<file path="config.mk">
export PLATFORM = sky130hd
export DESIGN_NAME = huffman_code_builder
export DESIGN_NICKNAME = d
export VERILOG_FILES = /design/src/rtl/hcb_pkg.sv /design/src/rtl/huffman_code_builder.sv /design/src/rtl/hcb_min2.sv
export SDC_FILE = /design/constraint.sdc
export NUM_CORES = 1
export LEC_CHECK = 0
export ABC_AREA = 1
export BUFFER_PORTS_ARGS = -buffer_cell sky130_fd_sc_hd__buf_2
export CORE_MARGIN = 1.5
export CORE_UTILIZATION = 58
export DETAILED_ROUTE_END_ITERATION = 10
export GPL_ROUTABILITY_DRIVEN = 1
export PLACE_DENSITY_LB_ADDON = 0.1
export RECOVER_POWER = 100
export SLEW_MARGIN = 40
export SYNTH_ARGS = -nofsm -noshare
export SYNTH_HDL_FRONTEND = slang
export SYNTH_SLANG_ARGS = --single-unit
</file>
<file path="constraint.sdc">
create_clock -name clk_i -period 5.9 [get_ports clk_i]
set_clock_uncertainty 0.1 [all_clocks]
set_input_delay 0.885 -clock clk_i [delete_from_list [all_inputs] [get_ports clk_i]]
set_output_delay 0.885 -clock clk_i [all_outputs]
set_load 0.02 [all_outputs]
</file>
<file path="src/rtl/hcb_pkg.sv">
package hcb_pkg;

  localparam int unsigned MAX_SYMBOLS = 16;
  localparam int unsigned NODE_COUNT  = 2 * MAX_SYMBOLS - 1;
  localparam int unsigned IDX_W       = $clog2(NODE_COUNT + 1);
  localparam int unsigned WEIGHT_W    = 20;

  typedef logic [IDX_W-1:0]    idx_t;
  typedef logic [WEIGHT_W-1:0] wgt_t;

  typedef struct packed {
    logic [15:0] weight;
    logic        last_weight;
  } in_item_t;

  typedef struct packed {
    logic [3:0]  symbol_index;
    logic [14:0] code_bits;
    logic [3:0]  code_length;
    logic        last_code;
  } out_item_t;

  typedef struct packed {
    logic v1;
    logic v2;
    wgt_t w1;
    wgt_t w2;
    idx_t i1;
    idx_t i2;
  } min_pair_t;

  typedef enum logic [1:0] {
    ST_IDLE,
    ST_SCAN,
    ST_MERGE,
    ST_WALK
  } state_e;

endpackage

</file>
<file path="src/rtl/huffman_code_builder.sv">
// Loading: one weight per cycle, busy stays low until the closing beat.
// Build: for n symbols, n-1 merges; the merge at node i follows a scan of
// nodes 0..i-1 (one node compared per cycle by the shared two-minimum unit);
// then each code is built by a leaf-to-root walk, one result beat per symbol.
// Results are strobed for one cycle; the receiver cannot stall.
// Reset (async, active low) clears the symbol count, node valid bits and FSM.
module huffman_code_builder import hcb_pkg::*; (
  input  logic      clk_i,
  input  logic      rst_ni,
  input  logic      start,
  output logic      busy,
  input  in_item_t  in_i,
  output logic      result_valid_o,
  output out_item_t result_o
);

  state_e state_q, state_d;

  wgt_t weight_q [NODE_COUNT];
  idx_t parent_q [NODE_COUNT];
  idx_t left_q   [NODE_COUNT];
  logic [NODE_COUNT-1:0] pvalid_q;

  idx_t cnt_q, n_q, i_q, j_q, s_q, cur_q;
  logic [3:0]  len_q;
  logic [14:0] bits_q;
  min_pair_t   min_q, min_next;
  logic        valid_q;
  out_item_t   res_q;

  logic accept, close, scan_end, merge_end, walk_done, last_sym;
  logic [IDX_W:0] node_end;
  idx_t par;

  assign accept    = start && (state_q == ST_IDLE);
  assign close     = in_i.last_weight || (cnt_q == idx_t'(MAX_SYMBOLS - 1));
  assign scan_end  = (j_q == i_q - idx_t'(1));
  assign node_end  = {n_q, 1'b0} - (IDX_W+1)'(1);
  assign merge_end = ({1'b0, i_q} + (IDX_W+1)'(1)) == node_end;
  assign par       = parent_q[cur_q];
  assign walk_done = !pvalid_q[cur_q];
  assign last_sym  = (s_q == n_q - idx_t'(1));

  hcb_min2 u_min2 (
    .cur_i      (min_q),
    .cand_ok_i  (!pvalid_q[j_q]),
    .cand_w_i   (weight_q[j_q]),
    .cand_idx_i (j_q),
    .next_o     (min_next)
  );

  always_comb begin
    state_d = state_q;
    case (state_q)
      ST_IDLE: begin
        if (accept && close) begin
          state_d = (cnt_q == '0) ? ST_WALK : ST_SCAN;
        end
      end
      ST_SCAN: begin
        if (scan_end) state_d = ST_MERGE;
      end
      ST_MERGE: begin
        state_d = merge_end ? ST_WALK : ST_SCAN;
      end
      ST_WALK: begin
        if (walk_done && last_sym) state_d = ST_IDLE;
      end
      default: state_d = ST_IDLE;
    endcase
  end

  always_comb begin
    busy = (state_q != ST_IDLE);
  end

  always_ff @(posedge clk_i or negedge rst_ni) begin
    if (!rst_ni) begin
      state_q  <= ST_IDLE;
      cnt_q    <= '0;
      pvalid_q <= '0;
      valid_q  <= 1'b0;
    end else begin
      state_q <= state_d;
      valid_q <= 1'b0;
      case (state_q)
        ST_IDLE: begin
          if (accept) begin
            pvalid_q[cnt_q] <= 1'b0;
            cnt_q           <= cnt_q + idx_t'(1);
          end
        end
        ST_MERGE: begin
          pvalid_q[min_q.i1] <= 1'b1;
          pvalid_q[min_q.i2] <= 1'b1;
          pvalid_q[i_q]      <= 1'b0;
        end
        ST_WALK: begin
          if (walk_done) begin
            valid_q <= 1'b1;
            if (last_sym) begin
              pvalid_q <= '0;
              cnt_q    <= '0;
            end
          end
        end
        default: ;
      endcase
    end
  end

  always_ff @(posedge clk_i) begin
    case (state_q)
      ST_IDLE: begin
        weight_q[cnt_q] <= WEIGHT_W'(in_i.weight);
        n_q    <= cnt_q + idx_t'(1);
        i_q    <= cnt_q + idx_t'(1);
        j_q    <= '0;
        min_q  <= '0;
        s_q    <= '0;
        cur_q  <= '0;
        len_q  <= '0;
        bits_q <= '0;
      end
      ST_SCAN: begin
        min_q <= min_next;
        j_q   <= j_q + idx_t'(1);
      end
      ST_MERGE: begin
        parent_q[min_q.i1] <= i_q;
        parent_q[min_q.i2] <= i_q;
        left_q[i_q]        <= min_q.i1;
        weight_q[i_q]      <= min_q.w1 + min_q.w2;
        i_q   <= i_q + idx_t'(1);
        j_q   <= '0;
        min_q <= '0;
      end
      ST_WALK: begin
        if (walk_done) begin
          res_q.symbol_index <= s_q[3:0];
          res_q.code_bits    <= bits_q;
          res_q.code_length  <= len_q;
          res_q.last_code    <= last_sym;
          s_q    <= s_q + idx_t'(1);
          cur_q  <= s_q + idx_t'(1);
          len_q  <= '0;
          bits_q <= '0;
        end else begin
          if (left_q[par] != cur_q) bits_q[len_q] <= 1'b1;
          len_q <= len_q + 4'd1;
          cur_q <= par;
        end
      end
      default: ;
    endcase
  end

  assign result_valid_o = valid_q;
  assign result_o       = res_q;

`ifndef SYNTH
  a_last_ends: assert property (@(posedge clk_i) disable iff (!rst_ni)
    (result_valid_o && result_o.last_code) |=> !result_valid_o)
    else $error("result beat after last code");
  a_busy_mid: assert property (@(posedge clk_i) disable iff (!rst_ni)
    (result_valid_o && !result_o.last_code) |-> busy)
    else $error("idle before last code");
  a_cnt_range: assert property (@(posedge clk_i) disable iff (!rst_ni)
    cnt_q <= idx_t'(MAX_SYMBOLS))
    else $error("symbol count overflow");
  a_load_quiet: assert property (@(posedge clk_i) disable iff (!rst_ni)
    (start && !busy && !close) |=> (!busy && !result_valid_o))
    else $error("result on open set");
`endif

endmodule

</file>
<file path="src/rtl/hcb_min2.sv">
module hcb_min2 import hcb_pkg::*; (
  input  min_pair_t cur_i,
  input  logic      cand_ok_i,
  input  wgt_t      cand_w_i,
  input  idx_t      cand_idx_i,
  output min_pair_t next_o
);

  always_comb begin
    next_o = cur_i;
    if (cand_ok_i) begin
      if (!cur_i.v1 || cand_w_i < cur_i.w1) begin
        next_o.v2 = cur_i.v1;
        next_o.w2 = cur_i.w1;
        next_o.i2 = cur_i.i1;
        next_o.v1 = 1'b1;
        next_o.w1 = cand_w_i;
        next_o.i1 = cand_idx_i;
      end else if (!cur_i.v2 || cand_w_i < cur_i.w2) begin
        next_o.v2 = 1'b1;
        next_o.w2 = cand_w_i;
        next_o.i2 = cand_idx_i;
      end
    end
  end

endmodule
</file>
==> reports/qor.csv <==
stage;metric;value;unit
hold_path;worst min path class;reg -> reg;
synth;top-area cell type share of the netlist area;0.6594;
sta;crit path time final;5.609;ns
synth;synthesis-stage register bit count;1099;
job;max cap viols;43;
power;Leakage;18.50;nW
run_status;violated checks;capacitance limit, slew limit;
sta;Final setup viols;0;
synth;largest area contributor in the netlist;edfxtp_1;
critical_path;startpoint types;flop;
run_status;status;complete, but fails checks;
detailed_routing;number of vias per cell;6.343;
global_route;first-pass GRT wire length;205800;µm
layout;layout cells sized above 1;0.07197;
floorplan;Initial Util;0.5842;
sta;RSZ-0062 raised after global routing;no;
critical_path;crit path launch;i_q[0];
critical_path;Setup crit end kind;flop;
layout;Core Util, Final;0.6478;
floorplan;core area;81850;µm²
placement;dpl cell area;49750;µm²
layout;Non-Filler Instances;5391;
global_route;Tot GR Track Use;0.3289;
detailed_routing;DRT iter0 DRCs;4640;
placement;DP HPWL;86600;µm
layout;Final Cell Area;53020;µm²
layout;antenna fix cells;0;
global_route;largest net degree at the start of global routing;85;
global_route;via count of the first global-routing pass;31740;
layout;Area growth, synth to finish;10.88;%
global_route;GR Overflow Total;0;
cts;number of post-CTS setup repair buffers;0;
synth;YS warnings;0;
layout;nets@finish;4326;
synth;sequential share of the synthesized area;0.6840;
critical_path;worst path required time;6.05;ns
critical_path;CP arrival;5.76;ns
synth;most frequent cells after synthesis;edfxtp_1, nand2_1, o21ai_0;
cts;root buffer cell;clkbuf_16;
sta;max-slew violations;1183;
hold_path;Hold Startpoint;bits_q[4];
power;Power Dens Cells;592.9;nW/µm²
cts;clock sink count;1099;
cts;H-Tree Depth;3;
sta;worst-margin pin slew;2.587;ns
sta;Max Freq;0.1783;GHz
detailed_routing;final wirelength;139900;µm
floorplan;Die Wd;290.1;µm
cts;CTS tree;done;
detailed_routing;Post-route DRC;0;
placement;I/O Buffers;45;
cts;worst-case clock buffer depth;3;
critical_path;Crit Path Max Fanout;38;
detailed_routing;Routed WL per cell;25.94;µm
power;worst vdd ir;0.0004529;V
synth;Syn Nets;4274;
synth;count leader, synth;edfxtp_1;
critical_path;Crit Path Category;reg -> reg;
global_route;initial antenna violation count;0;
cts;clk slew on worst S/H paths;0.06;ns
cts;worst-skew pair later-pin latency;0.70;ns
synth;number of flops mapped to enable cells by yosys;1050;
synth;Mapped Cells;4174;
detailed_routing;Antenna Nets Post-Route;0;
sta;setup TNS;0;ns
synth;Avg Inst Size Synth;11.46;µm²
detailed_routing;Via Count;34190;
cts;Post-CTS Hold Buffers;0;
cts;total CTS buffers;111;
cts;post-CTS sizing;0;
synth;async set or reset register ratio after synthesis;0.03549;
detailed_routing;DR pass1 iterations;8;
floorplan;Site Rows;105;
floorplan;die footprint;84180;µm²
placement;placed cells;5182;
critical_path;reg2reg start;i_q[0];
synth;Synth area leaders;edfxtp_1, o21ai_0, nand2_1;
sta;headroom to the max-slew limit;-0.7247;
sta;Fin. Hold Viols;0;
placement;Final GP Congestion;0.9862;
floorplan;Die Height;290.1;µm
synth;Cell variety after synth;51;
synth;top_reg_cell synth;edfxtp_1;
floorplan;num ports;46;
synth;Synth Cell Area;47820;µm²
sta;final period utilization;0.9508;
==> flip-flops by register name, summed over array words and instances (netlist names), 15 cells and up, named ones only <==
signal / count
pvalid_q: 31
min_q: 52
result_o: 24
left_q: 155
parent_q: 155
bits_q: 15
weight_q: 620
==> worst paths after layout <==
check | endpoint | slack, ns | cells after the start
min | result_o[9] | 0.35 | 0
max reg2reg | weight_q[13][13] | 0.29 | 6
max in group asynchronous | pvalid_q[3] | 3.32 | 1
min reg2reg | result_o[9] | 0.35 | 0
max | weight_q[13][13] | 0.29 | 6
min in group asynchronous | pvalid_q[11] | 0.91 | 1
==> worst max-delay path, cell delays in order, from the launching register on <==
cell and delay, ns:
edfxtp_1 0.33, clkbuf_1 1.43, nor2_1 0.21, a21oi_1 0.69, nand3_1 0.57, nor2_2 0.22, clkbuf_1 1.58
==> cell families after synthesis <==
group	after synthesis	share of synthesized area
AO/OA/AOI/OAI	985	0.1182
XOR/XNOR	33	0.006044
flip-flops	1099	0.6840
adder cells (fa/ha/maj)	80	0.02109
buffers and inverters	476	0.04192
AND/OR/NAND/NOR	1501	0.1288
==> cell type report <==
| type | instances | area [µm²] |
|---|---|---|
| clock inverters | 79 | 875.8 |
| well taps | 1070 | 1339 |
| repair buffers | 178 | 1111 |
| inverters | 237 | 900.9 |
| fillers | 6270 | 28830 |
| flip-flops and latches | 1099 | 32720 |
| multi-input cells | 2599 | 13160 |
| clock buffers | 129 | 2918 |
==> power by group <==
part / total (mW) / switching, mW / internal (mW)
Clock: 7.33 / 3.04 / 4.29
Sequential: 11.4 / 0.565 / 10.9
Combinational: 12.7 / 9.43 / 3.25
Total: 31.4 / 13.0 / 18.4
==> per-stage QoR <==
step / hold WS, ns / worst slack [ns] / power [mW]
final: 0.3469 / 0.2905 / 31.44
after global routing: 0.3563 / 0.1858 / 32.87
after CTS: 0.1103 / 0.7053 / 31.37
after floorplan: 0.3244 / 0.5478 / 19.25
after global placement: 0.3320 / 0.9125 / 23.86
after detailed placement: 0.3339 / 0.7495 / 24.10
==> per-layer routing <==
layer  part of all wire  routed length [µm]  up-vias  global-route usage
met4              0.035                4941        0              0.1099
li1                   -                   -    15200                   -
met5                  0                   0        -                   0
met1               0.40               56390    16500              0.4905
met3               0.12               17000      299             0.06051
met2               0.44               61530     2190              0.4908
==> layout by cell type, fill, tap and decap left out, types with 79 or more instances in the layout <==
cell and count:
edfxtp_1 1050, clkbuf_16 113, inv_1 221, clkbuf_1 93, a21oi_1 213, nand2_1 634
nand3_1 347, o21ai_0 487, ha_1 79, nor2_1 465
No activity file was read; power rests on OpenSTA's default activity.
